$ cat config.mk
export PLATFORM = sky130hd
export DESIGN_NAME = audio_channel_level_monitor_top
export DESIGN_NICKNAME = d
export VERILOG_FILES = /design/src/design/aclm_pkg.sv /design/src/design/audio_channel_level_monitor_top.sv
export SDC_FILE = /design/constraint.sdc
export NUM_CORES = 1
export LEC_CHECK = 0
export ABC_AREA = 1
export BUFFER_PORTS_ARGS = -buffer_cell sky130_fd_sc_hd__buf_2
export CORE_MARGIN = 2
export CORE_UTILIZATION = 63
export DETAILED_ROUTE_END_ITERATION = 7
export HOLD_SLACK_MARGIN = 0.06
export PLACE_DENSITY = 0.8
export SLEW_MARGIN = 30
export SYNTH_ARGS = -nofsm -noshare
export SYNTH_HDL_FRONTEND = slang
export SYNTH_SLANG_ARGS = --single-unit
$ cat constraint.sdc
create_clock -name clk_i -period 4.65 [get_ports clk_i]
set_clock_uncertainty 0.1 [all_clocks]
set_input_delay 0.465 -clock clk_i [delete_from_list [all_inputs] [get_ports clk_i]]
set_output_delay 0.465 -clock clk_i [all_outputs]
set_load 0.02 [all_outputs]
$ cat src/design/aclm_pkg.sv
package aclm_pkg;

  localparam int unsigned LevelW     = 16;
  localparam int unsigned ChanFieldW = 4;
  localparam int unsigned DefChannels = 16;
  localparam int unsigned MaxResults = 16;
  localparam int unsigned CntW       = $clog2(MaxResults + 1);

  // Input actions.
  typedef enum logic [1:0] {
    ActSample = 2'd0,
    ActTick   = 2'd1,
    ActClear  = 2'd2,
    ActQuery  = 2'd3
  } action_e;

  // Configuration register indexes.
  typedef enum logic [1:0] {
    CfgClipThr    = 2'd0,
    CfgSilenceThr = 2'd1,
    CfgClipHold   = 2'd2,
    CfgSilenceTo  = 2'd3
  } cfg_idx_e;

  // Channel states.
  localparam logic [1:0] StNormal = 2'd0;
  localparam logic [1:0] StSilent = 2'd1;
  localparam logic [1:0] StClip   = 2'd2;

  // Timer kinds.
  localparam logic [1:0] TmIdle    = 2'd0;
  localparam logic [1:0] TmSilence = 2'd1;
  localparam logic [1:0] TmClip    = 2'd2;

  // Result kinds.
  localparam logic KindEvent = 1'b0;
  localparam logic KindReply = 1'b1;

  // Register reset values.
  localparam logic [LevelW-1:0] RstClipThr    = 16'd65535;
  localparam logic [LevelW-1:0] RstSilenceThr = 16'd64;
  localparam logic [LevelW-1:0] RstClipHold   = 16'd1000;
  localparam logic [LevelW-1:0] RstSilenceTo  = 16'd5000;

  // One memory word: the state, timer kind and time left kept per channel.
  typedef struct packed {
    logic [1:0]        st;
    logic [1:0]        tk;
    logic [LevelW-1:0] left;
  } entry_t;

  // Sequencer states, one-hot.
  typedef enum logic [4:0] {
    CtlIdle   = 5'b00001,
    CtlSample = 5'b00010,
    CtlQuery  = 5'b00100,
    CtlScan   = 5'b01000,
    CtlFlush  = 5'b10000
  } ctl_e;

endpackage

$ cat src/design/audio_channel_level_monitor_top.sv
// A sample or query result is loaded into the output register from the Sample or Query state
// that follows acceptance; a tick's results are loaded during its scan and its final result
// from the Flush state after the scan. Output stalls can hold any of these states.
// Requests are taken one at a time; clear all, and a sample for a channel out of range, give
// no result and leave the block idle.
// Reset (asynchronous, active low) restores the register defaults and clears the per-entry
// valid bits, so every channel reads as normal with its timer idle; no clearing pass runs.
module audio_channel_level_monitor_top #(
  parameter int unsigned CHANNELS = aclm_pkg::DefChannels
) (
  input  logic                            clk_i,
  input  logic                            rst_ni,
  // Request channel.
  input  logic                            in_valid_i,
  output logic                            in_stall_o,
  input  logic [1:0]                      action_i,
  input  logic [aclm_pkg::ChanFieldW-1:0] channel_i,
  input  logic [aclm_pkg::LevelW-1:0]     level_i,
  // Result channel.
  output logic                            out_valid_o,
  input  logic                            out_stall_i,
  output logic                            kind_o,
  output logic [aclm_pkg::ChanFieldW-1:0] chan_out_o,
  output logic [1:0]                      new_state_o,
  output logic                            last_o,
  // Configuration write port.
  input  logic                            cfg_we_i,
  input  logic [1:0]                      cfg_index_i,
  input  logic [aclm_pkg::LevelW-1:0]     cfg_data_i
);
  import aclm_pkg::*;

  localparam int unsigned IdxW = (CHANNELS > 1) ? $clog2(CHANNELS) : 1;

  // Configuration registers.
  logic [LevelW-1:0] clip_thr_q, sil_thr_q, clip_hold_q, sil_to_q;

  always_ff @(posedge clk_i or negedge rst_ni) begin
    if (!rst_ni) begin
      clip_thr_q  <= RstClipThr;
      sil_thr_q   <= RstSilenceThr;
      clip_hold_q <= RstClipHold;
      sil_to_q    <= RstSilenceTo;
    end else if (cfg_we_i) begin
      unique case (cfg_idx_e'(cfg_index_i))
        CfgClipThr:    clip_thr_q  <= cfg_data_i;
        CfgSilenceThr: sil_thr_q   <= cfg_data_i;
        CfgClipHold:   clip_hold_q <= cfg_data_i;
        CfgSilenceTo:  sil_to_q    <= cfg_data_i;
        default:       ;
      endcase
    end
  end

  // Channel state memory. Each word has a valid bit in flip-flops; a word that is not valid
  // reads as the reset value, so reset and clear all just drop the valid bits.
  entry_t            mem_q [CHANNELS];
  entry_t            rdata_q;
  logic              rvld_q;
  logic [CHANNELS-1:0] vld_q;
  logic              mem_we, mem_re, clear_all;
  logic [IdxW-1:0]   mem_waddr, mem_raddr;
  entry_t            mem_wdata;
  entry_t            rd_entry;

  always_ff @(posedge clk_i) begin
    if (mem_we) begin
      mem_q[mem_waddr] <= mem_wdata;
    end
    if (mem_re) begin
      rdata_q <= mem_q[mem_raddr];
    end
  end

  // The valid bit is sampled together with the read data so the pair stays consistent.
  always_ff @(posedge clk_i or negedge rst_ni) begin
    if (!rst_ni) begin
      vld_q  <= '0;
      rvld_q <= 1'b0;
    end else begin
      if (mem_re) begin
        rvld_q <= vld_q[mem_raddr];
      end
      if (clear_all) begin
        vld_q <= '0;
      end else if (mem_we) begin
        vld_q[mem_waddr] <= 1'b1;
      end
    end
  end

  assign rd_entry = rvld_q ? rdata_q : '0;

  // Sequencer and request registers.
  ctl_e                  ctl_q, ctl_d;
  logic [ChanFieldW-1:0] chan_q;
  logic [LevelW-1:0]     level_q;
  logic                  in_range_q;
  logic [IdxW-1:0]       idx_q, idx_d;
  logic [CntW-1:0]       cnt_q, cnt_d;

  // A tick can raise several events. The newest one waits in a pending register until either
  // another event pushes it out (not last) or the scan ends (last).
  logic                  pend_vld_q, pend_vld_d;
  logic [ChanFieldW-1:0] pend_chan_q, pend_chan_d;
  logic [1:0]            pend_st_q, pend_st_d;

  // Output register.
  logic                  out_vld_q;
  logic                  out_kind_q, out_last_q;
  logic [ChanFieldW-1:0] out_chan_q;
  logic [1:0]            out_st_q;
  logic                  out_free;
  logic                  push, push_kind, push_last;
  logic [ChanFieldW-1:0] push_chan;
  logic [1:0]            push_st;

  logic                  accept, chan_ok;

  assign in_stall_o = (ctl_q != CtlIdle);
  assign accept     = in_valid_i && (ctl_q == CtlIdle);
  assign chan_ok    = ({3'b000, channel_i} < 7'(CHANNELS));
  assign out_free   = !out_vld_q || !out_stall_i;

  // Sample update on the word read for chan_q.
  entry_t smp_entry;
  logic   smp_evt;

  always_comb begin
    smp_entry = rd_entry;
    smp_evt   = 1'b0;
    if (level_q >= clip_thr_q) begin
      smp_evt        = (rd_entry.st != StClip);
      smp_entry.st   = StClip;
      smp_entry.tk   = TmClip;
      smp_entry.left = clip_hold_q;
    end else if (rd_entry.tk == TmClip) begin
      // Clip hold running: the sample is ignored.
    end else if (level_q <= sil_thr_q) begin
      if ((rd_entry.st != StSilent) && (rd_entry.tk == TmIdle)) begin
        smp_entry.tk   = TmSilence;
        smp_entry.left = sil_to_q;
      end
    end else begin
      smp_evt        = (rd_entry.st != StNormal);
      smp_entry.st   = StNormal;
      smp_entry.tk   = TmIdle;
      smp_entry.left = '0;
    end
  end

  // Tick update on the word read for idx_q.
  entry_t tk_entry;
  logic   tk_evt;

  always_comb begin
    tk_entry = rd_entry;
    tk_evt   = 1'b0;
    if (rd_entry.tk != TmIdle) begin
      if (rd_entry.left > 16'd1) begin
        tk_entry.left = rd_entry.left - 16'd1;
      end else begin
        tk_entry.tk   = TmIdle;
        tk_entry.left = '0;
        tk_entry.st   = (rd_entry.tk == TmClip) ? StNormal : StSilent;
        tk_evt        = (tk_entry.st != rd_entry.st);
      end
    end
  end

  logic tk_keep, tk_stall, scan_end;

  assign tk_keep  = tk_evt && (cnt_q < CntW'(MaxResults));
  assign tk_stall = tk_keep && pend_vld_q && !out_free;
  assign scan_end = (idx_q == IdxW'(CHANNELS - 1));

  always_comb begin
    ctl_d       = ctl_q;
    idx_d       = idx_q;
    cnt_d       = cnt_q;
    pend_vld_d  = pend_vld_q;
    pend_chan_d = pend_chan_q;
    pend_st_d   = pend_st_q;
    mem_we      = 1'b0;
    mem_waddr   = IdxW'(chan_q);
    mem_wdata   = smp_entry;
    mem_re      = 1'b0;
    mem_raddr   = IdxW'(channel_i);
    clear_all   = 1'b0;
    push        = 1'b0;
    push_kind   = KindEvent;
    push_chan   = chan_q;
    push_st     = smp_entry.st;
    push_last   = 1'b1;

    unique case (ctl_q)
      CtlIdle: begin
        if (accept) begin
          unique case (action_e'(action_i))
            ActSample: begin
              if (chan_ok) begin
                mem_re = 1'b1;
                ctl_d  = CtlSample;
              end
            end
            ActTick: begin
              mem_re    = 1'b1;
              mem_raddr = '0;
              idx_d     = '0;
              cnt_d     = '0;
              ctl_d     = CtlScan;
            end
            ActClear: begin
              clear_all = 1'b1;
            end
            ActQuery: begin
              mem_re = chan_ok;
              ctl_d  = CtlQuery;
            end
            default: ;
          endcase
        end
      end
      CtlSample: begin
        if (!smp_evt || out_free) begin
          mem_we = 1'b1;
          push   = smp_evt;
          ctl_d  = CtlIdle;
        end
      end
      CtlQuery: begin
        push_kind = KindReply;
        push_st   = in_range_q ? rd_entry.st : StNormal;
        if (out_free) begin
          push  = 1'b1;
          ctl_d = CtlIdle;
        end
      end
      CtlScan: begin
        mem_waddr = idx_q;
        mem_wdata = tk_entry;
        push_chan = pend_chan_q;
        push_st   = pend_st_q;
        push_last = 1'b0;
        if (!tk_stall) begin
          mem_we = 1'b1;
          if (tk_keep) begin
            push        = pend_vld_q;
            pend_vld_d  = 1'b1;
            pend_chan_d = ChanFieldW'(idx_q);
            pend_st_d   = tk_entry.st;
            cnt_d       = cnt_q + CntW'(1);
          end
          if (scan_end) begin
            ctl_d = CtlFlush;
          end else begin
            mem_re    = 1'b1;
            mem_raddr = idx_q + IdxW'(1);
            idx_d     = idx_q + IdxW'(1);
          end
        end
      end
      CtlFlush: begin
        push_chan = pend_chan_q;
        push_st   = pend_st_q;
        if (!pend_vld_q) begin
          ctl_d = CtlIdle;
        end else if (out_free) begin
          push       = 1'b1;
          pend_vld_d = 1'b0;
          ctl_d      = CtlIdle;
        end
      end
      default: ctl_d = CtlIdle;
    endcase
  end

  always_ff @(posedge clk_i or negedge rst_ni) begin
    if (!rst_ni) begin
      ctl_q      <= CtlIdle;
      idx_q      <= '0;
      cnt_q      <= '0;
      pend_vld_q <= 1'b0;
      out_vld_q  <= 1'b0;
    end else begin
      ctl_q      <= ctl_d;
      idx_q      <= idx_d;
      cnt_q      <= cnt_d;
      pend_vld_q <= pend_vld_d;
      if (push) begin
        out_vld_q <= 1'b1;
      end else if (!out_stall_i) begin
        out_vld_q <= 1'b0;
      end
    end
  end

  // Payload registers carry no reset.
  always_ff @(posedge clk_i) begin
    if (accept) begin
      chan_q     <= channel_i;
      level_q    <= level_i;
      in_range_q <= chan_ok;
    end
    pend_chan_q <= pend_chan_d;
    pend_st_q   <= pend_st_d;
    if (push) begin
      out_kind_q <= push_kind;
      out_chan_q <= push_chan;
      out_st_q   <= push_st;
      out_last_q <= push_last;
    end
  end

  assign out_valid_o = out_vld_q;
  assign kind_o      = out_kind_q;
  assign chan_out_o  = out_chan_q;
  assign new_state_o = out_st_q;
  assign last_o      = out_last_q;

endmodule

==> results of run 1 <==
-- power by group --
| group | internal, mW | switching [mW] |
|---|---|---|
| sequential | 5.65 | 0.245 |
| combinational | 1.14 | 2.70 |
| clock | 2.29 | 1.62 |
-- stage by stage --
step	hold slack, ps	power [mW]	utilization (%)
after detailed placement	374	9.68	66.2
final	85.1	13.7	71.8
after global routing	102	14.3	71.8
after CTS	86.1	13.6	71.7
after floorplan	69.4	8.43	-
after global placement	366	9.54	66.2
-- how the worst max path moves through the flow --
stage	slack (ps)	startpoint	end
floorplan	1010	ctl_q[2]	rdata_q[0]
global placement	1080	rvld_q	rvld_q
detailed placement	1000	rvld_q	rvld_q
CTS	980	rvld_q	rvld_q
global route	660	rvld_q	rdata_q[2]
finish	960	rvld_q	rdata_q[12]
-- layout make-up --
type,count,area [sq um],share of cell area [%]
sequential,471,13700,57.2
tap,448,561,2.34
multi-input combinational,1115,6300,26.3
clock buffer,61,1280,5.35
clock inverter,29,327,1.36
timing repair buffer,133,1010,4.23
inverter,207,777,3.24
-- cell usage after synthesis (3+ instances only) --
cell      instances
o211ai_1        144
dfrtp_1          68
nand4_1           9
nand2_2          14
o22ai_1           3
xor2_1           11
clkbuf_1         52
dfstp_2          29
buf_4             5
o211ai_2         30
o21ai_0         155
edfxtp_1        374
a22oi_1           4
nor3_1            7
nand2_1         313
buf_1             5
nor2_2            3
nand3_1          86
buf_6            21
inv_1           206
nor4_1            4
buf_2            24
ha_1             36
a21oi_1         139
o21ai_1          60
nor2_1           67
-- registers in the layout (all words and copies together) (netlist names), 5 cells and up --
signal       flops
sil_to_q        16
sil_thr_q       16
cnt_q            5
clip_hold_q     16
vld_q           16
ctl_q            5
clip_thr_q      16
rdata_q         20
level_q         16
mem_q          320
-- worst register-to-register path, cell delays in order, from the launching register on --
cell	delay, ps
dfrtp_1	490
buf_4	260
nand2_1	220
nand2_1	100
nor2_1	120
nand2_1	90
nor2_4	190
nand4_4	140
nand3b_1	130
nand2_1	120
o22ai_4	730
buf_12	310
o21ai_1	130
o211ai_1	190
nand3_1	120
nand2_1	100
-- layout by cell type (no fill, tap or decap), types with 3 or more instances in the layout --
master / n
clkinv_1: 7
o21ai_1: 60
a21oi_2: 4
edfxtp_1: 374
nor2_1: 50
nand2_1: 313
nor3_1: 7
nor2_4: 3
dfstp_2: 29
buf_4: 50
buf_2: 53
a21oi_1: 136
a22oi_1: 4
buf_12: 7
nor4_1: 3
clkinv_2: 13
inv_1: 206
nand2_2: 14
xor2_1: 11
nand4_1: 9
ha_1: 36
clkbuf_16: 49
nand3_1: 81
clkbuf_1: 11
bufinv_16: 6
o21ai_0: 155
o211ai_1: 144
o211ai_2: 30
dfrtp_1: 68
nor2_2: 19
nand3_2: 4
dlygate4sd3_1: 21
-- per-layer routing --
metal  vias to the layer above  wire, um  track usage [%]
li1                       6896         -                -
met1                      7286     20500             41.0
met2                       744     25400             49.3
met3                       173      4810             4.68
met4                         0      2220             13.8
met5                         -         0                0
-- cells by family after synthesis --
group | Yosys count
xor gates and xnor gates | 13
and+or+nand+nor | 513
muxes | 1
AOI/OAI and AO/OA | 552
adders and majority gates | 36
buffers and inverters | 316
DFF | 471
==> Flow_metrics.wiki, run 1 <==
{| class="wikitable"
! Metric !! Value
|-
| Result of the run || finished, final reports clean
|-
| Startpoint-to-endpoint class of the critical path || flop to flop
|-
| Final antenna-violating net count || 0
|-
| Number of antenna repair diodes || 0
|-
| Async SR Flop Fraction || 20.6%
|-
| Data arrival time of the worst path || 4030 ps
|-
| Post-CTS clock slew at the launch and capture registers of the worst setup and hold paths || approximately 70 ps
|-
| Cts-stage hold buffer count || 21
|-
| Placed cell areas || approximately 22000 sq um
|-
| Post-synthesis cell area || between 20000 and 25000 sq um
|-
| Area grow syn2layout || 12.6%
|-
| Min-delay worst type || input pin to flop
|-
| Via count || between 15000 and 20000
|-
| Overall die height || ~190 um
|-
| Instance count after placement with tap cells included || between 2000 and 2500
|-
| Element type at the critical path end || flop
|-
| Worst slack at placement || 999 ps
|-
| Clk root buf || clkbuf_16
|-
| Simple-Gate Fraction of Synth Area || between 10% and 20%
|-
| CP max stage cell || o22ai_4
|-
| Worst skew pair latency || a little under 600 ps
|-
| Ratio of cells with drive above 1 in the final layout || between 10% and 20%
|-
| Count of flip-flops with a built-in enable after synthesis || approximately 370
|-
| Post-synthesis register bit count || 471
|-
| Post-layout instance count excluding filler cells || approximately 2500
|-
| Die outline width || 188 um
|-
| Largest family of logic cells by synthesized area || compound AO/OA/AOI/OAI gates
|-
| Hold Startpoint || cfg_data_i[9]
|-
| Setup-failing EPs final || 0
|-
| Arithmetic-cell share of the synthesized area counting full adders, half adders and majority gates || under 10%
|-
| Total I/O pin count || 55
|-
| Critical path's most frequent cell || nand2_1
|-
| Compound-gate portion of the synthesized area || 16.1%
|-
| Average cell area after synthesis || between 10 and 15 sq um
|-
| First-pass GRT wire length || a little over 80000 um
|-
| CTS tree || built
|-
| Weighted congestion at the end of routability-driven global placement || 0.892
|-
| Routed Wire Length || 53000 um
|-
| Routed wire per std cell || 21.5 um
|-
| Initial antenna violation count || 0
|-
| End point of the worst hold path || clip_thr_q[9]
|-
| GRT Util Overall || a little under a third
|-
| Number of instances in the synthesized netlist || roughly 1900
|-
| Register area share after synthesis || roughly 64%
|-
| Number of post-CTS setup repair buffers || 0
|-
| Fin area || roughly 24000 sq um
|-
| Total number of H-tree levels || 2
|-
| Port-buffer cells || between 50 and 60
|-
| Synthesized-area fraction occupied by xor and xnor cells || 0.535%
|-
| Total count of max-transition violations in the final report || 0
|-
| Power Dens Cells || roughly 570 nW/um^2
|-
| Iteration count of the initial detailed-routing pass || 5
|-
| Post-synth top area share || 52.8%
|-
| Internal reg-to-reg setup slack || ~960 ps
|-
| DRC violation total after the first TritonRoute iteration || between 1500 and 2000
|-
| Largest fanout on the critical path || 39
|-
| Main synth FF type || edfxtp_1
|-
| Remaining design rule violation count || 0
|-
| Number of cells on the critical path || 15
|-
| Unique masters post-synth || 50
|-
| # fillers || between 2000 and 2500
|-
| Required time of the worst setup path || about 5000 ps
|-
| Final hold violation count || 0
|-
| Peak supply drop || about 0.39 mV
|-
| Critical R2R Capture || rdata_q[12]
|-
| P_leak || between 9 and 10 nW
|-
| Reported max-cap violation count || 0
|-
| Pin count of the biggest net entering global routing || 89
|-
| Top cell type by total area after synthesis || edfxtp_1
|-
| Setup TNS || 0 ps
|-
| Number of global-route vias before repair || 15100
|-
| Ranking of synthesized cells by area || edfxtp_1 (53%), dfrtp_1 (8.0%), nand2_1 (5.5%)
|-
| Post-cts resize count || 0
|-
| Hold Path Stages || 3
|-
| Post-layout worst setup margin || 960 ps
|-
| Worst max-slew margin expressed relative to the limit || 35.1%
|-
| Number of rows in the core area || 67
|-
| Clock buffer count from CTS || 48
|-
| DP HPWL || 30800 um
|-
| CTS Buffer Depth || 3
|-
| Cell depth of the worst flop-to-flop path || 15
|-
| GRT Residual Overflow || 0
|-
| Mux contribution to synthesized area || 0.0529%
|-
| Sequence of cells on the critical path || buf_4 > nand2_1 > nand2_1 > nor2_1 > nand2_1 > nor2_4 > nand4_4 > nand3b_1 > nand2_1 > o22ai_4 > buf_12 > o21ai_1 > o211ai_1 > nand3_1 > nand2_1
|-
| Nets || between 2000 and 2500
|-
| Area of the die || approximately 35000 sq um
|-
| Startpoint class of the critical path || flop
|-
| Maximum operating frequency || between 0.2 and 0.3 GHz
|-
| Count of buffer and inverter cells on the critical path || 2
|-
| Actual transition at the worst max-transition pin || 974 ps
|-
| Synth warn || 0
|-
| Number of nets produced by synthesis || slightly below 2000
|-
| Number of vias per cell || between 6 and 7
|-
| Core outline area || around 33000 sq um
|-
| Post-route fraction of the period consumed by the critical path || around 79%
|-
| Crit-path max cell delay || 730 ps
|-
| Source of the worst register-to-register timing path || rvld_q
|-
| Effective utilization at floorplan || 63.8%
|-
| Setup repair after global routing missed its margin || no
|-
| Category of cells accounting for the largest share of critical-path delay || simple AND/OR/NAND/NOR gates
|-
| TritonCTS Sinks || between 400 and 500
|-
| Final worst path period need || around 3700 ps
|}
Note: power is estimated with default switching activity, not from simulation.
==> inputs of run 2 (changes only) <==
==> constraint.sdc (replaced) <==
create_clock -name clk_i -period 3.8 [get_ports clk_i]
set_clock_uncertainty 0.1 [all_clocks]
set_input_delay 0.38 -clock clk_i [delete_from_list [all_inputs] [get_ports clk_i]]
set_output_delay 0.38 -clock clk_i [all_outputs]
set_load 0.02 [all_outputs]
==> run 2 against run 1 <==
Compared with the run above:
- clock-buffer cell count is 5 higher
- sequential cell count stayed put
- cell count is 1.5% higher
- sequential share of layout area is 0.44 points lower
- routed wire length is 3.1% higher
==> Flow_metrics.wiki, run 2 (synthesis results as in run 1) <==
{| class="wikitable"
! Metric !! Value
|-
| Post-route fraction of the period consumed by the critical path || a little over nine tenths
|-
| TritonCTS Sinks || between 400 and 500
|-
| Final antenna-violating net count || 0
|-
| Worst slack at placement || between 150 and 200 ps
|-
| Internal reg-to-reg setup slack || about 220 ps
|-
| Critical path's most frequent cell || inv_1
|-
| Startpoint class of the critical path || flop
|-
| CP max stage cell || dfstp_2
|-
| Top sig layer || met4
|-
| Core outline area || between 30000 and 40000 sq um
|-
| Total count of max-transition violations in the final report || 0
|-
| Routed Wire Length || 54600 um
|-
| CTS Buffer Depth || 3
|-
| DP HPWL || 33800 um
|-
| Storage cell area || about 14000 sq um
|-
| Most frequent cells in the layout || edfxtp_1 (374), nand2_1 (313), inv_1 (206)
|-
| Setup TNS || 0 ps
|-
| Min-delay worst type || input pin to flop
|-
| DRC violation total after the first TritonRoute iteration || approximately 1900
|-
| Pin count of the biggest net entering global routing || 89
|-
| CTS tree || built
|-
| Element type at the critical path end || flop
|-
| Setup repair after global routing missed its margin || no
|-
| Data arrival time of the worst path || 3800 ps
|-
| Via count || 15500
|-
| Post-layout worst setup margin || around 220 ps
|-
| Instance count after placement with tap cells included || 2375
|-
| Startpoint-to-endpoint class of the critical path || flop to flop
|-
| Post-CTS clock slew at the launch and capture registers of the worst setup and hold paths || about 60 ps
|-
| Die outline width || approximately 190 um
|-
| Clk root buf || clkbuf_16
|-
| Number of rows in the core area || 67
|-
| Iteration count of the initial detailed-routing pass || 8
|-
| Routed wire per std cell || approximately 22 um
|-
| P_leak || roughly 9.4 nW
|-
| Worst max-slew margin expressed relative to the limit || about 28%
|-
| Multi-input gate area in the final layout || roughly 6300 sq um
|-
| Overall power of the completed layout || 16.7 mW
|-
| Overall die height || 188 um
|-
| Sum of routed wire segments on met1 || around 22000 um
|-
| Utilization of the core after routing || between 70% and 80%
|-
| Final worst path period need || 3580 ps
|-
| Effective utilization at floorplan || about 64%
|-
| Number of vias per cell || between 6 and 7
|-
| Power Dens Cells || just under 700 nW/um^2
|-
| Final hold violation count || 0
|-
| Nets || between 2000 and 2500
|-
| Largest fanout on the critical path || 20
|-
| Area grow syn2layout || 13.4%
|-
| Flip-flop count of the largest register, all copies and words added || 320
|-
| Number of antenna repair diodes || 0
|-
| Total number of H-tree levels || 2
|-
| Reg with most FFs || mem_q
|-
| Wire length on met2 || around 25000 um
|-
| Sum of met3 wire segment lengths after detailed routing || about 5500 um
|-
| Port-buffer cells || 54
|-
| Peak supply drop || around 0.44 mV
|-
| Clock buffer count from CTS || between 40 and 50
|-
| Worst skew pair latency || a little over 600 ps
|-
| Largest registers || mem_q: 320 flops, rdata_q: 20 flops
|-
| Number of global-route vias before repair || between 15000 and 20000
|-
| Weighted congestion at the end of routability-driven global placement || a little over 0.9
|-
| Sequence of cells on the critical path || inv_1 > ha_1 > nand2_1 > inv_1 > o21ai_0 > a21oi_1 > nor2_1 > nand2_1 > a31oi_2 > inv_1 > nand3_1 > nand3_1 > a21boi_4 > buf_4 > nor2_2 > buf_4
|-
| Post-layout instance count excluding filler cells || 2500
|-
| Most common library cell in the layout ignoring fill and taps || edfxtp_1
|-
| Reported max-cap violation count || 0
|-
| Setup-failing EPs final || 0
|-
| Actual transition at the worst max-transition pin || 1070 ps
|-
| GRT Residual Overflow || 0
|-
| Crit-path max cell delay || ~540 ps
|-
| Number of post-CTS setup repair buffers || 0
|-
| Area of the die || roughly 35000 sq um
|-
| Total I/O pin count || 55
|-
| # fillers || roughly 2200
|-
| GRT Util Overall || 31.6%
|-
| Initial antenna violation count || 0
|-
| Required time of the worst setup path || about 4000 ps
|-
| Remaining design rule violation count || 0
|-
| First-pass GRT wire length || between 80000 and 90000 um
|-
| Ratio of cells with drive above 1 in the final layout || 15.0%
|-
| Result of the run || finished, final reports clean
|-
| Maximum operating frequency || roughly 0.28 GHz
|}
[run 2: area by class of cell]
type,count,share of cell area [%]
well taps,448,2.32
flip-flops and latches,471,56.7
multi-input cells,1115,26.1
clock inverters,22,0.622
inverters,207,3.22
repair buffers,171,5.77
clock buffers,66,5.21
[run 2: per-layer routing]
layer | vias up | GRT usage, %
met5 | - | 0
met3 | 143 | 5.65
met2 | 930 | 49.1
li1 | 7006 | -
met4 | 0 | 13.5
met1 | 7401 | 44.4
[run 2: worst paths after layout]
path                                from            end  cells after the start
max                        clip_thr_q[9]  mem_q[11][14]                     16
min                        cfg_data_i[8]   sil_thr_q[8]                      3
max reg2reg                clip_thr_q[9]  mem_q[11][14]                     16
min reg2reg                 sil_to_q[13]   sil_to_q[13]                      2
max in group asynchronous         rst_ni  clip_thr_q[4]                      3
min in group asynchronous         rst_ni       idx_q[0]                      2
[run 2: where the power goes]
group	internal, mW	total [mW]	switching (mW)
registers	6.91	7.18	0.274
logic	1.51	5.21	3.70
clock network	2.33	4.30	1.97
total	10.7	16.7	5.95
[run 2: timing repair]
item,in CTS,in global routing
hold buffers,37,0
hold endpoints to repair,117,0
setup endpoints to repair,0,120
resized for setup,0,1
[run 2: metrics by stage]
step | hold WS [ps] | instance area, sq um
after global placement | 363 | 22300
after floorplan | -15.6 | 21300
after CTS | 61.3 | 24100
final | 78.5 | 24100
after global routing | 99.9 | 24100
after detailed placement | 373 | 22400
[run 2: worst max-delay path: cells and delay by family (launching register included)]
family | cells | cell delay (ps)
fa+ha+maj | 1 | 310
simple gates | 6 | 560
compound gates | 4 | 1060
buf+inv | 5 | 710
flops | 1 | 540
==> inputs of run 3 (changes only) <==
--- a/config.mk
+++ b/config.mk
@@ -9,6 +9,7 @@
 export BUFFER_PORTS_ARGS = -buffer_cell sky130_fd_sc_hd__buf_2
 export CORE_MARGIN = 2
 export CORE_UTILIZATION = 63
+export CTS_BUF_LIST = sky130_fd_sc_hd__clkbuf_4
 export DETAILED_ROUTE_END_ITERATION = 7
 export HOLD_SLACK_MARGIN = 0.06
 export PLACE_DENSITY = 0.8
==> run 3 against run 2 <==
Compared with the run above:
- the run now ends with design-rule violations left
- total power decreased by 0.76%
- sequential share of layout area decreased by 0.39 points
- die area unchanged
- largest cell class unchanged
- largest power group unchanged
==> Flow_metrics.wiki, run 3 (synthesis results as in run 1) <==
{| class="wikitable"
! Metric !! Value
|-
| Number of vias per cell || 6.04
|-
| Switch share || 36.0%
|-
| Maximum operating frequency || 0.283 GHz
|-
| DP HPWL || 33800 um
|-
| DRC violation total after the first TritonRoute iteration || 1823
|-
| Core outline area || between 30000 and 40000 sq um
|-
| Setup repair after global routing missed its margin || no
|-
| Routed wire per std cell || between 20 and 25 um
|-
| Startpoint-to-endpoint class of the critical path || flop to flop
|-
| Flip-flop count of the largest register, all copies and words added || 320
|-
| Final worst path period need || roughly 3500 ps
|-
| Setup-failing EPs final || 0
|-
| Internal reg-to-reg setup slack || 270 ps
|-
| Port-buffer cells || 54
|-
| Total number of H-tree levels || 3
|-
| Remaining design rule violation count || 1
|-
| P_leak || around 9.6 nW
|-
| GRT Residual Overflow || 0
|-
| Ratio of cells with drive above 1 in the final layout || between 10% and 20%
|-
| Number of rows in the core area || 67
|-
| Routed Wire Length || about 55000 um
|-
| CTS tree || built
|-
| Critical R2R Capture || rdata_q[12]
|-
| Combinational cell fraction of total power || between 30% and 40%
|-
| Number of post-CTS setup repair buffers || 0
|-
| Min Hold Slack || 108 ps
|-
| Effective utilization at floorplan || between 60% and 70%
|-
| Nets || ~2200
|-
| Die outline width || around 190 um
|-
| Via count || about 16000
|-
| Post-layout worst setup margin || about 270 ps
|-
| Iteration count of the initial detailed-routing pass || 8
|-
| Area of the die || roughly 35000 sq um
|-
| TritonCTS Sinks || around 470
|-
| Source of the worst register-to-register timing path || rvld_q
|-
| Reg with most FFs || mem_q
|-
| Sequential share of power || a little over two fifths
|-
| Worst max-slew margin expressed relative to the limit || about 27%
|-
| Final hold violation count || 0
|-
| Pin count of the biggest net entering global routing || between 80 and 90
|-
| Element type at the critical path end || flop
|-
| Reported max-cap violation count || 0
|-
| Clk pwr share || between 20% and 30%
|-
| CTS Buffer Depth || 3
|-
| Overall die height || 188 um
|-
| Total count of max-transition violations in the final report || 0
|-
| Result of the run || complete, but fails checks
|-
| # fillers || 2221
|-
| Post-route fraction of the period consumed by the critical path || between 90% and 100%
|-
| Setup TNS || 0 ps
|-
| Worst slack at placement || about 180 ps
|-
| Most common library cell in the layout ignoring fill and taps || edfxtp_1
|-
| Data arrival time of the worst path || approximately 4000 ps
|-
| Number of global-route vias before repair || about 16000
|-
| Post-CTS clock slew at the launch and capture registers of the worst setup and hold paths || approximately 80 ps
|-
| Clk root buf || clkbuf_4
|-
| Net switching power || roughly 6 mW
|-
| Weighted congestion at the end of routability-driven global placement || just over 0.9
|-
| Failing checks || design-rule violations
|-
| Worst skew pair latency || approximately 850 ps
|-
| Clock buffer count from CTS || between 100 and 150
|-
| Largest registers || mem_q: 320 flops, rdata_q: 20 flops
|-
| Fin area || between 20000 and 25000 sq um
|-
| Peak supply drop || between 0.4 and 0.5 mV
|-
| Required time of the worst setup path || roughly 4300 ps
|-
| Area grow syn2layout || 14.2%
|-
| Min-delay worst type || input pin to asynchronous set/reset pin
|-
| Placed cell areas || about 22000 sq um
|-
| Largest fanout on the critical path || 49
|-
| Actual transition at the worst max-transition pin || between 1000 and 1500 ps
|-
| Cell internal power dissipation || approximately 11 mW
|-
| Cell depth of the worst flop-to-flop path || 19
|-
| Power Dens Cells || ~680 nW/um^2
|-
| GRT Util Overall || 31.7%
|-
| Total I/O pin count || 55
|-
| First-pass GRT wire length || around 86000 um
|-
| Final antenna-violating net count || 0
|-
| Startpoint class of the critical path || flop
|-
| Most frequent cells in the layout || edfxtp_1 (374), nand2_1 (313), inv_1 (206)
|-
| Initial antenna violation count || 2
|}
## run 3: cell types whose count changed in the layout (fill, tap and decap cells not counted), moves of 2 or more
cell	before	now
clkbuf_16	47	0
bufinv_16	0	2
clkbuf_4	0	167
clkinvlp_4	2	0
clkbuf_1	18	0
dlygate4sd3_1	37	45
diode_2	0	3
clkinv_1	10	32
## run 3: routing by layer
metal	vias to the layer above	part of all wire, %	track usage [%]
met1	7598	39	43.8
li1	7236	-	-
met5	-	0	0
met3	128	10	6.44
met4	0	3.6	14.6
met2	933	47	49.0
## run 3: worst max path at each step
stage	startpoint	endpoint	slack (ps)	cells after the start
final	rvld_q	rdata_q[12]	270	19
after global routing	rvld_q	rdata_q[14]	10	19
after CTS	clip_thr_q[1]	mem_q[11][5]	130	16
after detailed placement	clip_thr_q[1]	mem_q[11][5]	180	16
after global placement	clip_thr_q[1]	mem_q[11][11]	210	16
after floorplan	ctl_q[2]	rdata_q[0]	160	5
## run 3: critical path, stage by stage, from the launching register on
cell,delay [ps]
dfrtp_1,490
nand2_1,140
inv_1,120
ha_1,150
nor2_1,40
nor2_1,120
nand2_1,100
nor2_4,180
nand4_4,140
nand2_2,150
nand2_2,90
nand2_2,90
nand2_4,80
nand2_8,250
buf_12,280
nand2_1,70
o211ai_1,130
o211ai_1,200
nand3_1,250
nand2_1,80
## run 3: power groups by stage
stage	combinational (mW)	sequential (mW)	clock (mW)
4_1_cts	5.09	7.17	4.22
3_3_place_gp	4.83	7.25	0
6_report	5.21	7.18	4.17
5_1_grt	5.67	7.21	4.48
3_5_place_dp	5.00	7.27	0
2_1_floorplan	3.12	7.19	0
## run 3: area by class of cell
cell class                      count  area, sq um  area share (%)
Sequential cell                   471        13700            56.3
Multi-Input combinational cell   1115         6310            25.9
Timing Repair Buffer              179         1470            6.06
Clock buffer                      167         1250            5.16
Inverter                          207          777            3.20
Tap cell                          448          561            2.31
Clock inverter                     43          231           0.952
Antenna cell                        3         7.51          0.0309
## run 3: repair_timing
item	CTS	global route
resized for setup	0	1
endpoints found under the setup margin	0	121
hold buffers	45	0
endpoints found under the hold margin	154	0
## run 3: per-stage QoR
step	power [mW]	util [%]	instances
6_report	16.6	72.8	2633
5_1_grt	17.4	72.8	2633
4_1_cts	16.5	72.8	2630
3_5_place_dp	12.3	67.0	2375
3_3_place_gp	12.1	66.9	2375
2_1_floorplan	10.3	-	1902
